$ cat config.mk
export PLATFORM = sky130hd
export DESIGN_NAME = primitive_assembly_to_triangles_unit_flat
export DESIGN_NICKNAME = d
export VERILOG_FILES = /design/src/hw/rtl/pat_pkg.sv /design/src/hw/rtl/pat_vertex_if.sv /design/src/hw/rtl/pat_tri_if.sv /design/src/hw/rtl/pat_csr_if.sv /design/src/hw/rtl/primitive_assembly_to_triangles_unit.sv /design/src/hw/rtl/pat_assemble.sv /design/src/hw/rtl/pat_emit.sv /design/src/flat_wrapper.sv
export SDC_FILE = /design/constraint.sdc
export NUM_CORES = 2
export LEC_CHECK = 0
export BUFFER_PORTS_ARGS = -buffer_cell sky130_fd_sc_hd__buf_2
export CAP_MARGIN = 30
export CORE_ASPECT_RATIO = 0.5
export CORE_UTILIZATION = 35
export DETAILED_ROUTE_END_ITERATION = 7
export GPL_TIMING_DRIVEN = 1
export PLACE_DENSITY_LB_ADDON = 0.15
export SLEW_MARGIN = 20
export SYNTH_ARGS = -nofsm -noshare
export SYNTH_HDL_FRONTEND = slang
export SYNTH_HIERARCHICAL = 1
export SYNTH_SLANG_ARGS = --single-unit
$ cat constraint.sdc
create_clock -name clock -period 97.2 [get_ports clock]
set_clock_uncertainty 0.2 [all_clocks]
set_input_delay 19.44 -clock clock [delete_from_list [all_inputs] [get_ports clock]]
set_output_delay 19.44 -clock clock [all_outputs]
set_load 0.01 [all_outputs]
$ cat src/hw/rtl/pat_pkg.sv
// shared types, constants and functions of the primitive assembly unit
package pat_pkg;

   localparam int WORD_WIDTH   = 32;
   localparam int VERTEX_WORDS = 9;
   localparam int STORE_SLOTS  = 3;
   localparam int EMIT_SLOTS   = 4;

   typedef logic [1:0] slot_idx_type;
   typedef logic [2:0] step_type;

   localparam step_type LAST_STEP_TRI  = 3'd2;
   localparam step_type LAST_STEP_QUAD = 3'd5;

   typedef enum logic [1:0] {
      MODE_NONE      = 2'd0,
      MODE_TRIANGLES = 2'd1,
      MODE_STRIP     = 2'd2,
      MODE_QUADS     = 2'd3
   } mode_type;

   typedef struct packed {
      logic [WORD_WIDTH-1:0] x;
      logic [WORD_WIDTH-1:0] y;
      logic [WORD_WIDTH-1:0] z;
      logic [WORD_WIDTH-1:0] u;
      logic [WORD_WIDTH-1:0] v;
      logic [WORD_WIDTH-1:0] red;
      logic [WORD_WIDTH-1:0] green;
      logic [WORD_WIDTH-1:0] blue;
      logic [WORD_WIDTH-1:0] alpha;
   } vertex_type;

   // one assembled triangle group handed to the output sequencer
   typedef struct packed {
      logic       valid;
      logic       quad;
      vertex_type v0;
      vertex_type v1;
      vertex_type v2;
      vertex_type v3;
   } launch_type;

   // buffer slot sent at each step: quads 0,1,2,0,2,3 and triangles 0,1,3
   function automatic slot_idx_type seq_slot(input step_type step, input logic quad);
      slot_idx_type sel;
      sel = 2'd3;
      if (quad) begin
         case (step)
            3'd0:    sel = 2'd0;
            3'd1:    sel = 2'd1;
            3'd2:    sel = 2'd2;
            3'd3:    sel = 2'd0;
            3'd4:    sel = 2'd2;
            default: sel = 2'd3;
         endcase
      end else begin
         case (step)
            3'd0:    sel = 2'd0;
            3'd1:    sel = 2'd1;
            default: sel = 2'd3;
         endcase
      end
      return sel;
   endfunction

endpackage

$ cat src/hw/rtl/pat_vertex_if.sv
// input vertex channel
interface pat_vertex_if import pat_pkg::*; ();
   logic                  valid;
   logic                  ready;
   logic                  first_vertex;
   logic [WORD_WIDTH-1:0] pos_x;
   logic [WORD_WIDTH-1:0] pos_y;
   logic [WORD_WIDTH-1:0] pos_z;
   logic [WORD_WIDTH-1:0] tex_u;
   logic [WORD_WIDTH-1:0] tex_v;
   logic [WORD_WIDTH-1:0] color_red;
   logic [WORD_WIDTH-1:0] color_green;
   logic [WORD_WIDTH-1:0] color_blue;
   logic [WORD_WIDTH-1:0] color_alpha;

   modport source (
      output valid, first_vertex, pos_x, pos_y, pos_z, tex_u, tex_v,
             color_red, color_green, color_blue, color_alpha,
      input  ready
   );
   modport sink (
      input  valid, first_vertex, pos_x, pos_y, pos_z, tex_u, tex_v,
             color_red, color_green, color_blue, color_alpha,
      output ready
   );
endinterface

$ cat src/hw/rtl/pat_tri_if.sv
// triangle vertex result channel
interface pat_tri_if import pat_pkg::*; ();
   logic                  valid;
   logic                  ready;
   logic [WORD_WIDTH-1:0] out_x;
   logic [WORD_WIDTH-1:0] out_y;
   logic [WORD_WIDTH-1:0] out_z;
   logic [WORD_WIDTH-1:0] out_u;
   logic [WORD_WIDTH-1:0] out_v;
   logic [WORD_WIDTH-1:0] out_red;
   logic [WORD_WIDTH-1:0] out_green;
   logic [WORD_WIDTH-1:0] out_blue;
   logic [WORD_WIDTH-1:0] out_alpha;
   logic                  last_of_run;

   modport source (
      output valid, out_x, out_y, out_z, out_u, out_v, out_red, out_green,
             out_blue, out_alpha, last_of_run,
      input  ready
   );
   modport sink (
      input  valid, out_x, out_y, out_z, out_u, out_v, out_red, out_green,
             out_blue, out_alpha, last_of_run,
      output ready
   );
endinterface

$ cat src/hw/rtl/pat_csr_if.sv
// mode register write channel
interface pat_csr_if import pat_pkg::*; ();
   logic     valid;
   logic     ready;
   mode_type assembly_mode;

   modport source (output valid, assembly_mode, input ready);
   modport sink (input valid, assembly_mode, output ready);
endinterface

$ cat src/hw/rtl/primitive_assembly_to_triangles_unit.sv
// primitive assembly top level: vertex stream in, triangle vertex stream out
//
//   channel  dir  handshake      word
//   req_ch   in   valid/ready    one vertex plus first_vertex flag
//   rsp_ch   out  valid/ready    one triangle vertex plus last_of_run
//   csr_ch   in   valid/ready    assembly_mode, always ready
//
// a vertex that completes no triangle is only stored, and is taken whenever the result buffer can take a launch
// a triangle is sent as three words, a quad as six, one word per cycle from the result buffer while rsp_ch is ready
// the next vertex is taken in the cycle the last word of a run leaves
// reset clears the mode to none and empties the assembly and result buffer
// an output stall holds the buffer and stalls the input only while it is full
module primitive_assembly_to_triangles_unit import pat_pkg::*; (
   input  logic       clock,
   input  logic       reset,
   pat_vertex_if.sink req_ch,
   pat_tri_if.source  rsp_ch,
   pat_csr_if.sink    csr_ch
);

   launch_type launch;
   logic       launch_ready;

   pat_assemble u_assemble (
      .clock        (clock),
      .reset        (reset),
      .req_ch       (req_ch),
      .csr_ch       (csr_ch),
      .launch_ready (launch_ready),
      .launch       (launch)
   );

   pat_emit u_emit (
      .clock        (clock),
      .reset        (reset),
      .launch       (launch),
      .launch_ready (launch_ready),
      .rsp_ch       (rsp_ch)
   );

endmodule

$ cat src/hw/rtl/pat_assemble.sv
// vertex store, assembly count and strip winding state
module pat_assemble import pat_pkg::*; (
   input  logic          clock,
   input  logic          reset,
   pat_vertex_if.sink    req_ch,
   pat_csr_if.sink       csr_ch,
   input  logic          launch_ready,
   output launch_type    launch
);

   mode_type     mode_ff;
   slot_idx_type count_ff, count_in;
   logic         odd_ff, odd_in;
   vertex_type   slot_ff [STORE_SLOTS];
   vertex_type   slot_in [STORE_SLOTS];

   vertex_type   cur;
   slot_idx_type count_eff;
   logic         odd_eff;
   logic         accept;

   assign req_ch.ready = launch_ready;
   assign csr_ch.ready = 1'b1;
   assign accept       = req_ch.valid && req_ch.ready;

   assign cur = '{x: req_ch.pos_x, y: req_ch.pos_y, z: req_ch.pos_z,
                  u: req_ch.tex_u, v: req_ch.tex_v,
                  red: req_ch.color_red, green: req_ch.color_green,
                  blue: req_ch.color_blue, alpha: req_ch.color_alpha};

   // a first vertex restarts assembly before it is taken
   assign count_eff = req_ch.first_vertex ? 2'd0 : count_ff;
   assign odd_eff   = req_ch.first_vertex ? 1'b0 : odd_ff;

   always_comb begin
      count_in = count_ff;
      odd_in   = odd_ff;
      for (int s = 0; s < STORE_SLOTS; s++) begin
         slot_in[s] = slot_ff[s];
      end
      launch       = '0;
      launch.v0    = slot_ff[0];
      launch.v1    = slot_ff[1];
      launch.v2    = cur;
      launch.v3    = cur;
      if (accept) begin
         count_in = count_eff;
         odd_in   = odd_eff;
         unique case (mode_ff)
            MODE_TRIANGLES: begin
               if (count_eff < 2'd2) begin
                  slot_in[count_eff] = cur;
                  count_in           = count_eff + 2'd1;
               end else begin
                  launch.valid = 1'b1;
                  count_in     = 2'd0;
               end
            end
            MODE_QUADS: begin
               if (count_eff < 2'd3) begin
                  slot_in[count_eff] = cur;
                  count_in           = count_eff + 2'd1;
               end else begin
                  launch.valid = 1'b1;
                  launch.quad  = 1'b1;
                  launch.v2    = slot_ff[2];
                  count_in     = 2'd0;
               end
            end
            MODE_STRIP: begin
               if (count_eff < 2'd2) begin
                  slot_in[count_eff] = cur;
                  count_in           = count_eff + 2'd1;
               end else begin
                  launch.valid = 1'b1;
                  if (odd_eff) begin
                     launch.v0 = slot_ff[1];
                     launch.v1 = slot_ff[0];
                  end
                  odd_in     = !odd_eff;
                  slot_in[0] = slot_ff[1];
                  slot_in[1] = cur;
                  count_in   = 2'd2;
               end
            end
            MODE_NONE: begin
               count_in = count_eff;
            end
            default: begin
               count_in = count_eff;
            end
         endcase
      end
      // a mode write starts a new primitive
      if (csr_ch.valid) begin
         count_in = 2'd0;
         odd_in   = 1'b0;
      end
   end

   always_ff @(posedge clock) begin
      if (reset) begin
         mode_ff  <= MODE_NONE;
         count_ff <= 2'd0;
         odd_ff   <= 1'b0;
      end else begin
         count_ff <= count_in;
         odd_ff   <= odd_in;
         if (csr_ch.valid) begin
            mode_ff <= csr_ch.assembly_mode;
         end
      end
   end

   always_ff @(posedge clock) begin
      for (int s = 0; s < STORE_SLOTS; s++) begin
         slot_ff[s] <= slot_in[s];
      end
   end

   a_count_range: assert property (@(posedge clock) disable iff (reset)
      count_ff != 2'd3 || mode_ff == MODE_QUADS)
      else $error("three held vertices outside quad mode");

   a_strip_hold: assert property (@(posedge clock) disable iff (reset)
      accept && !csr_ch.valid && mode_ff == MODE_STRIP && count_eff == 2'd2
      |=> count_ff == 2'd2 && odd_ff != $past(odd_eff))
      else $error("strip did not keep two vertices or flip winding");

endmodule

$ cat src/hw/rtl/pat_emit.sv
// result buffer and sequencer sending one triangle vertex per word
module pat_emit import pat_pkg::*; (
   input  logic       clock,
   input  logic       reset,
   input  launch_type launch,
   output logic       launch_ready,
   pat_tri_if.source  rsp_ch
);

   logic         busy_ff, busy_in;
   step_type     step_ff, step_in;
   logic         quad_ff;
   vertex_type   vtx_ff [EMIT_SLOTS];

   logic         last;
   logic         taken;
   vertex_type   sel_vtx;

   assign last         = step_ff == (quad_ff ? LAST_STEP_QUAD : LAST_STEP_TRI);
   assign taken        = busy_ff && rsp_ch.ready;
   assign launch_ready = !busy_ff || (taken && last);

   always_comb begin
      busy_in = busy_ff;
      step_in = step_ff;
      if (taken) begin
         if (last) begin
            busy_in = 1'b0;
         end else begin
            step_in = step_ff + 3'd1;
         end
      end
      if (launch.valid) begin
         busy_in = 1'b1;
         step_in = 3'd0;
      end
   end

   always_ff @(posedge clock) begin
      if (reset) begin
         busy_ff <= 1'b0;
         step_ff <= 3'd0;
      end else begin
         busy_ff <= busy_in;
         step_ff <= step_in;
      end
   end

   always_ff @(posedge clock) begin
      if (launch.valid) begin
         quad_ff   <= launch.quad;
         vtx_ff[0] <= launch.v0;
         vtx_ff[1] <= launch.v1;
         vtx_ff[2] <= launch.v2;
         vtx_ff[3] <= launch.v3;
      end
   end

   assign sel_vtx            = vtx_ff[seq_slot(step_ff, quad_ff)];
   assign rsp_ch.valid       = busy_ff;
   assign rsp_ch.out_x       = sel_vtx.x;
   assign rsp_ch.out_y       = sel_vtx.y;
   assign rsp_ch.out_z       = sel_vtx.z;
   assign rsp_ch.out_u       = sel_vtx.u;
   assign rsp_ch.out_v       = sel_vtx.v;
   assign rsp_ch.out_red     = sel_vtx.red;
   assign rsp_ch.out_green   = sel_vtx.green;
   assign rsp_ch.out_blue    = sel_vtx.blue;
   assign rsp_ch.out_alpha   = sel_vtx.alpha;
   assign rsp_ch.last_of_run = last;

   a_launch_free: assert property (@(posedge clock) disable iff (reset)
      launch.valid |-> launch_ready)
      else $error("triangle group launched over a busy buffer");

   a_step_range: assert property (@(posedge clock) disable iff (reset)
      busy_ff |-> step_ff <= LAST_STEP_QUAD)
      else $error("sequencer step out of range");

   a_run_end: assert property (@(posedge clock) disable iff (reset)
      taken && last && !launch.valid |=> !busy_ff)
      else $error("buffer still busy after last word of a run");

endmodule

$ cat src/flat_wrapper.sv
// flat-port wrapper written by rule: the top's interface ports become plain ports
module primitive_assembly_to_triangles_unit_flat import pat_pkg::*;
  (clock, reset, req_ch_valid, req_ch_first_vertex, req_ch_pos_x, req_ch_pos_y, req_ch_pos_z, req_ch_tex_u, req_ch_tex_v, req_ch_color_red, req_ch_color_green, req_ch_color_blue, req_ch_color_alpha, req_ch_ready, rsp_ch_valid, rsp_ch_out_x, rsp_ch_out_y, rsp_ch_out_z, rsp_ch_out_u, rsp_ch_out_v, rsp_ch_out_red, rsp_ch_out_green, rsp_ch_out_blue, rsp_ch_out_alpha, rsp_ch_last_of_run, rsp_ch_ready, csr_ch_valid, csr_ch_assembly_mode, csr_ch_ready);
  pat_vertex_if req_ch_i ();
  pat_tri_if rsp_ch_i ();
  pat_csr_if csr_ch_i ();
  input  logic clock;
  input  logic reset;
  input wire logic [$bits(req_ch_i.valid)-1:0] req_ch_valid;
  input wire logic [$bits(req_ch_i.first_vertex)-1:0] req_ch_first_vertex;
  input wire logic [$bits(req_ch_i.pos_x)-1:0] req_ch_pos_x;
  input wire logic [$bits(req_ch_i.pos_y)-1:0] req_ch_pos_y;
  input wire logic [$bits(req_ch_i.pos_z)-1:0] req_ch_pos_z;
  input wire logic [$bits(req_ch_i.tex_u)-1:0] req_ch_tex_u;
  input wire logic [$bits(req_ch_i.tex_v)-1:0] req_ch_tex_v;
  input wire logic [$bits(req_ch_i.color_red)-1:0] req_ch_color_red;
  input wire logic [$bits(req_ch_i.color_green)-1:0] req_ch_color_green;
  input wire logic [$bits(req_ch_i.color_blue)-1:0] req_ch_color_blue;
  input wire logic [$bits(req_ch_i.color_alpha)-1:0] req_ch_color_alpha;
  output wire logic [$bits(req_ch_i.ready)-1:0] req_ch_ready;
  output wire logic [$bits(rsp_ch_i.valid)-1:0] rsp_ch_valid;
  output wire logic [$bits(rsp_ch_i.out_x)-1:0] rsp_ch_out_x;
  output wire logic [$bits(rsp_ch_i.out_y)-1:0] rsp_ch_out_y;
  output wire logic [$bits(rsp_ch_i.out_z)-1:0] rsp_ch_out_z;
  output wire logic [$bits(rsp_ch_i.out_u)-1:0] rsp_ch_out_u;
  output wire logic [$bits(rsp_ch_i.out_v)-1:0] rsp_ch_out_v;
  output wire logic [$bits(rsp_ch_i.out_red)-1:0] rsp_ch_out_red;
  output wire logic [$bits(rsp_ch_i.out_green)-1:0] rsp_ch_out_green;
  output wire logic [$bits(rsp_ch_i.out_blue)-1:0] rsp_ch_out_blue;
  output wire logic [$bits(rsp_ch_i.out_alpha)-1:0] rsp_ch_out_alpha;
  output wire logic [$bits(rsp_ch_i.last_of_run)-1:0] rsp_ch_last_of_run;
  input wire logic [$bits(rsp_ch_i.ready)-1:0] rsp_ch_ready;
  input wire logic [$bits(csr_ch_i.valid)-1:0] csr_ch_valid;
  input wire logic [$bits(csr_ch_i.assembly_mode)-1:0] csr_ch_assembly_mode;
  output wire logic [$bits(csr_ch_i.ready)-1:0] csr_ch_ready;
  assign req_ch_i.valid = req_ch_valid;
  assign req_ch_i.first_vertex = req_ch_first_vertex;
  assign req_ch_i.pos_x = req_ch_pos_x;
  assign req_ch_i.pos_y = req_ch_pos_y;
  assign req_ch_i.pos_z = req_ch_pos_z;
  assign req_ch_i.tex_u = req_ch_tex_u;
  assign req_ch_i.tex_v = req_ch_tex_v;
  assign req_ch_i.color_red = req_ch_color_red;
  assign req_ch_i.color_green = req_ch_color_green;
  assign req_ch_i.color_blue = req_ch_color_blue;
  assign req_ch_i.color_alpha = req_ch_color_alpha;
  assign req_ch_ready = req_ch_i.ready;
  assign rsp_ch_valid = rsp_ch_i.valid;
  assign rsp_ch_out_x = rsp_ch_i.out_x;
  assign rsp_ch_out_y = rsp_ch_i.out_y;
  assign rsp_ch_out_z = rsp_ch_i.out_z;
  assign rsp_ch_out_u = rsp_ch_i.out_u;
  assign rsp_ch_out_v = rsp_ch_i.out_v;
  assign rsp_ch_out_red = rsp_ch_i.out_red;
  assign rsp_ch_out_green = rsp_ch_i.out_green;
  assign rsp_ch_out_blue = rsp_ch_i.out_blue;
  assign rsp_ch_out_alpha = rsp_ch_i.out_alpha;
  assign rsp_ch_last_of_run = rsp_ch_i.last_of_run;
  assign rsp_ch_i.ready = rsp_ch_ready;
  assign csr_ch_i.valid = csr_ch_valid;
  assign csr_ch_i.assembly_mode = csr_ch_assembly_mode;
  assign csr_ch_ready = csr_ch_i.ready;
  primitive_assembly_to_triangles_unit u_core (.clock(clock), .reset(reset), .req_ch(req_ch_i), .rsp_ch(rsp_ch_i), .csr_ch(csr_ch_i));
endmodule
Word-level counts from Yosys, hierarchy flattened
Memories as Yosys holds them, arrays and structs flattened.
Index checks and enable logic that the tools add are counted.
{"block": "word_totals", "n_memories": 2, "ff_bits": 10, "word_cells": 79, "in_bits": 296, "ram_bits": 2016, "rom_bits": 0, "out_inout_bits": 292, "latch_bits": 0}
{"block": "classes", "n_lt_le_gt_ge": 4, "n_eq_ne": 8, "div_mod_pow": 0, "add_sub_neg": 2, "n_bitwise": 2, "mul": 0, "shift": 0, "reduce_logical": 19, "n_mux": 36}
{"name": "u_core.u_emit.vtx_ff", "words": 4, "width": 288, "rd": 1, "rd_ports_with_merged_regs": 0, "wr": 4, "line": "pat_emit.sv:13", "rtl": "vertex_type vtx_ff [EMIT_SLOTS];"}
{"name": "u_core.u_assemble.slot_ff", "words": 3, "width": 288, "rd": 3, "rd_ports_with_merged_regs": 0, "wr": 3, "line": "pat_assemble.sv:14", "rtl": "vertex_type slot_ff [STORE_SLOTS];"}
{"op": "864-bit two-way mux", "count": 3}
{"op": "864-bit case mux with 3 select lines", "count": 1}
{"op": "576-bit two-way mux", "count": 4}
{"op": "288-bit two-way mux", "count": 4}
{"op": "866-bit two-way mux", "count": 1}
{"op": "864-bit bitwise mux", "count": 1}
{"op": "288-bit demux with 2-bit select", "count": 1}
{"op": "2-bit two-way mux", "count": 6}
{"op": "1-bit two-way mux", "count": 10}
{"op": "2-bit OR reduction", "count": 5}
{"op": "2-bit case mux with 4 select lines", "count": 1}
{"op": "3-bit by 2-bit equality test with 1-bit output (second input constant)", "count": 2}
{"op": "2-bit case mux with 3 select lines", "count": 1}
{"op": "2-bit AND reduction", "count": 3}
{"op": "2-bit equality test (second input constant)", "count": 2}
{"op": "1-bit logical AND", "count": 4}
{"op": "2-bit < comparator (second input constant)", "count": 2}
{"op": "2-bit case mux with 2 select lines", "count": 1}
{"op": "2-bit nonzero test", "count": 2}
{"op": "3-bit by 1-bit adder with 3-bit output (second input constant)", "count": 1}
{"op": "3-bit by 1-bit equality test with 1-bit output (second input constant)", "count": 1}
{"op": "3-bit equality test", "count": 1}
{"op": "3-bit equality test (second input constant)", "count": 1}
{"op": "3-bit >= comparator (second input constant)", "count": 1}
{"op": "11 further kinds", "count": 12}

Longest topological paths before layout
{"block": "logic_depth", "depth_word": 10, "depth_mapped": 10, "mapped_depth_nobuf": 8}

Hierarchy
Netlist, hierarchy kept.
{"mod": "pat_assemble", "cells_each": 3449, "area_per_inst_um2": 48510.3, "instances": 1}
{"mod": "pat_emit", "cells_each": 1542, "area_per_inst_um2": 41936.5, "instances": 1}

Worst setup path after synthesis
OpenSTA, ideal clock, no wires.
{"block": "synth_path", "path_type": "input to register", "start": "in rsp_ch_ready", "end": "reg u_core.u_emit.step_ff[0]", "arrival_ns": 68.860, "slack_ns": 26.086, "required_time_ns": 94.946, "stages": 6, "cell_sequence": "o21ai_0 -> nand2_1 -> nand2_1 -> or3_1 -> nor2_1 -> nor3_1"}
{"item": "start: declaration", "line": "flat_wrapper.sv:32", "rtl": "input wire logic [$bits(rsp_ch_i.ready)-1:0] rsp_ch_ready;"}
{"item": "end signal: assignment", "line": "pat_emit.sv:45", "rtl": "step_ff <= step_in;"}
{"item": "end: declaration", "line": "pat_emit.sv:11", "rtl": "step_type step_ff, step_in;"}

Worst setup path in the final report
{"block": "layout_path", "start": "in rsp_ch_ready", "end": "out req_ch_ready"}
{"block": "layout_via", "elab_chain_len": 3}
{"item": "1-bit logical AND", "line": "pat_emit.sv:20", "rtl": "assign taken = busy_ff && rsp_ch.ready;"}
{"item": "1-bit logical AND", "line": "pat_emit.sv:21", "rtl": "assign launch_ready = !busy_ff || (taken && last);"}
{"item": "1-bit logical OR", "line": "pat_emit.sv:21"}
{"item": "end: declaration", "line": "flat_wrapper.sv:20", "rtl": "output wire logic [$bits(req_ch_i.ready)-1:0] req_ch_ready;"}
No other way between the ends.

==> impl_metrics.json <==
{
  "ctsRootBufferMaster": "clkbuf_16",
  "r2r_end": "u_core/u_emit/vtx_ff[1][207]",
  "antenna_found_initial": 98,
  "grt_max_degree": 190,
  "synth_cells": 4991,
  "startpoint": "rsp_ch_ready",
  "syn_to_final_growth_pct": 11.2,
  "synthTopCellsByArea": "edfxtp_1 (67%), mux2_1 (8.9%), mux4_2 (7.2%)",
  "p_int_w": 0.00142,
  "ys_seq_elements": 2026,
  "cts_made_buffers": 199,
  "place_congestion": 0.725,
  "async_flop_share_pct": 0,
  "outcome": "completed",
  "yosys_warnings": 6,
  "highest_layer": "met5",
  "drt_iter0_drc": 2369,
  "dr_wl_met3_um": 6770,
  "cts_max_level": 4,
  "cts_resized": 0,
  "seqPwrFrac_pct": 54.9,
  "pwr-share-comb_pct": 3.2,
  "ys_seq_area_share_pct": 67.2,
  "crit_path_top_delay_cell": "nand2_1",
  "grt_pass1_wl_um": 308000,
  "hold_path.class": "flip-flop to flip-flop",
  "min_from": "u_core/u_assemble/slot_ff[0][649]",
  "syn_avg_cell_area_sq_um": 18.1,
  "synth_top_area_cell": "edfxtp_1",
  "post_cts_buffers": 0,
  "cp_data_arrival_time_ps": 19990,
  "path_clk_slew_ps": 60,
  "fin_area_sq_um": 101000,
  "swShare_pct": 20.7,
  "fin_nets": 5595,
  "route.vias.total": 44330,
  "cp_max_fo": 3,
  "p_leak_nw": 34.4,
  "r2r_cells": 13,
  "grt_overflow_total": 0,
  "crit_type": "primary input to output pin",
  "path_common_cell": "buf_2",
  "fin_setup_tns_ps": 0,
  "firstDrtPassIters": 7,
  "critPathTopFamily": "buffers and inverters",
  "clkSinkCount": 2026,
  "wl_met1_um": 81800,
  "fin_crit_sh_pct": 40.8,
  "clkPwrFrac_pct": 41.9,
  "period_minus_slack_ps": 39630,
  "synthTopCellsByCount": "edfxtp_1 (2017), mux2_1 (716), mux2_2 (436)",
  "synth_top_cell_area_share_pct": 67.0,
  "drt-total-wl_um": 209000,
  "maxSlewHeadroom_pct": 26.9,
  "rows": 131,
  "finalSetupViolCount": 0,
  "required_ps": 77560,
  "worst_pin_slew_ps": 1100,
  "yosysMostFrequentCell": "edfxtp_1",
  "power.net_switching_w": 0.000370,
  "syn_nets": 5299,
  "gr-usage-all-layers_pct": 15.7,
  "rrSetupSlack_ps": 89520,
  "drive_above_1_share_pct": 30.7,
  "drc": 0,
  "coreArea_sq_um": 256000,
  "dp_hpwl_um": 119000,
  "insertion_delay_ps": 850,
  "wl_per_cell_um": 23.5,
  "synthFlopType": "edfxtp_1",
  "synth_area_sq_um": 90400,
  "ys_types": 43,
  "post_dp_cell_area_sq_um": 94300,
  "grt_pass1_vias": 46835,
  "slew_violations": 0,
  "holdWs_ps": 287,
  "max_freq_ghz": 0.0252,
  "fp.dieH_um": 361,
  "power-per-cell-area_nw_per_um2": 17.8,
  "hold_viol": 0,
  "start_util_pct": 35.3,
  "ant_nets": 0,
  "timing.rr.start": "u_core/u_emit/quad_ff",
  "port_buffers": 586,
  "ctsHoldBuffers": 0,
  "grt_setup_unrepaired": "false",
  "cp-start-kind": "primary input",
  "irDropWorstVdd_mv": 0.0126,
  "hold_depth": 1,
  "num_io_pins": 588,
  "dieWidth_um": 721,
  "cts_buffer_depth": 4,
  "cts_tree": "yes",
  "hold-path-endpoint": "u_core/u_emit/vtx_ff[2][73]",
  "endpoint_kind": "output pin",
  "vias_per_cell": 4.98,
  "cap_violations": 0,
  "wl_met2_um": 114000,
  "synth_edf_count": 2017,
  "design.die.area_sq_um": 261000,
  "path_buf_inv": 2,
  "slowest_delay_ps": 170,
  "critical_path.cell_chain": "buf_2 > o21ai_0 > nand2_1 > buf_2"
}
[flip-flops by register name, summed over array words and instances, names as in the netlist]
name / cells
u_core/u_assemble/odd_ff: 1
u_core/u_assemble/count_ff: 2
u_core/u_emit/rsp_ch.valid: 1
u_core/u_emit/vtx_ff: 1152
u_core/u_assemble/mode_ff: 2
u_core/u_emit/step_ff: 3
u_core/u_emit/quad_ff: 1
u_core/u_assemble/slot_ff: 864
[power by group through the flow]
stage | registers (W) | clock network, W | logic (W)
2_1_floorplan | 0.00102 | 0 | 0.0000436
3_3_place_gp | 0.00100 | 0 | 0.0000554
4_1_cts | 0.000983 | 0.000778 | 0.0000587
3_5_place_dp | 0.00100 | 0 | 0.0000584
6_report | 0.000983 | 0.000749 | 0.0000576
5_1_grt | 0.000984 | 0.000809 | 0.0000637
[cell families (layout without fill, tap and decap cells)]
group | after synthesis | in the layout | share of synthesized area, %
AO/OA/AOI/OAI | 308 | 308 | 1.73
XOR/XNOR | 2 | 2 | 0.0194
adder cells (fa/ha/maj) | 12 | 12 | 0.166
buffers and inverters | 584 | 1022 | 4.73
flip-flops | 2026 | 2026 | 67.2
multiplexers | 1733 | 1733 | 24.8
other | 1 | 20 | 0.00415
AND/OR/NAND/NOR | 325 | 325 | 1.43
[per-layer routing]
layer  vias up  track usage, %
met5         -               0
met4        12            5.44
met3       452            2.49
met1     23102            18.0
met2       745            29.5
li1      20019               -
[stage by stage]
| stage | utilization [%] | power, W | worst slack, ps | std cells |
|---|---|---|---|---|
| final | 39.3 | 0.00179 | 57570 | 8906 |
| after floorplan | - | 0.00106 | 26090 | 4991 |
| after global routing | 39.3 | 0.00186 | 57500 | 8905 |
| after CTS | 39.2 | 0.00182 | 57560 | 8881 |
| after detailed placement | 36.8 | 0.00106 | 57560 | 8538 |
| after global placement | 36.8 | 0.00106 | 57480 | 8535 |
[area by class of cell]
type | instances | area (sq um)
diodes | 19 | 47.5
clock buffers | 250 | 5250
clock inverters | 93 | 806
fillers | 23411 | 155000
inverters | 6 | 22.5
multi-input cells | 2381 | 25500
flip-flops and latches | 2026 | 60700
well taps | 3458 | 4330
repair buffers | 673 | 3900
[worst register-to-register path, cell delays in order (launching register included)]
cell      delay, ps
edfxtp_1        530
nor4b_1         570
o21ai_0         210
nand2_1         170
nand2_1         260
or3_1           470
nor2_4          190
buf_12          730
buf_4           940
buf_4           780
buf_4           700
buf_4           570
buf_16          300
buf_4           640
[worst max-delay path by stage]
| stage | endpoint | slack (ps) | cells past startpoint |
|---|---|---|---|
| global route | req_ch_ready | 57500 | 4 |
| floorplan | u_core/u_emit/step_ff[0] | 26090 | 6 |
| detailed placement | req_ch_ready | 57560 | 4 |
| finish | req_ch_ready | 57570 | 4 |
| CTS | req_ch_ready | 57560 | 4 |
| global placement | req_ch_ready | 57480 | 4 |
[placed cells by master (no fill, tap or decap), types with 6 or more instances in the layout]
cell type   Yosys  routed
a21oi_1       295     295
buf_12          0      11
buf_16          0       9
buf_2          90     586
buf_4         299      67
bufinv_16       0      14
clkbuf_1       64      45
clkbuf_16       0     201
clkinv_1        0      41
clkinv_2        0      25
clkinvlp_4      0       6
dfxtp_1         9       9
diode_2         0      19
edfxtp_1     2017    2017
ha_1           12      11
mux2_1        716     716
mux2_2        436     436
mux2i_1       293     293
mux4_2        288     288
nand2_1         7       6
nor2_1        295     294
o21ai_0         6       6
Note: power is estimated with default switching activity, not from simulation.
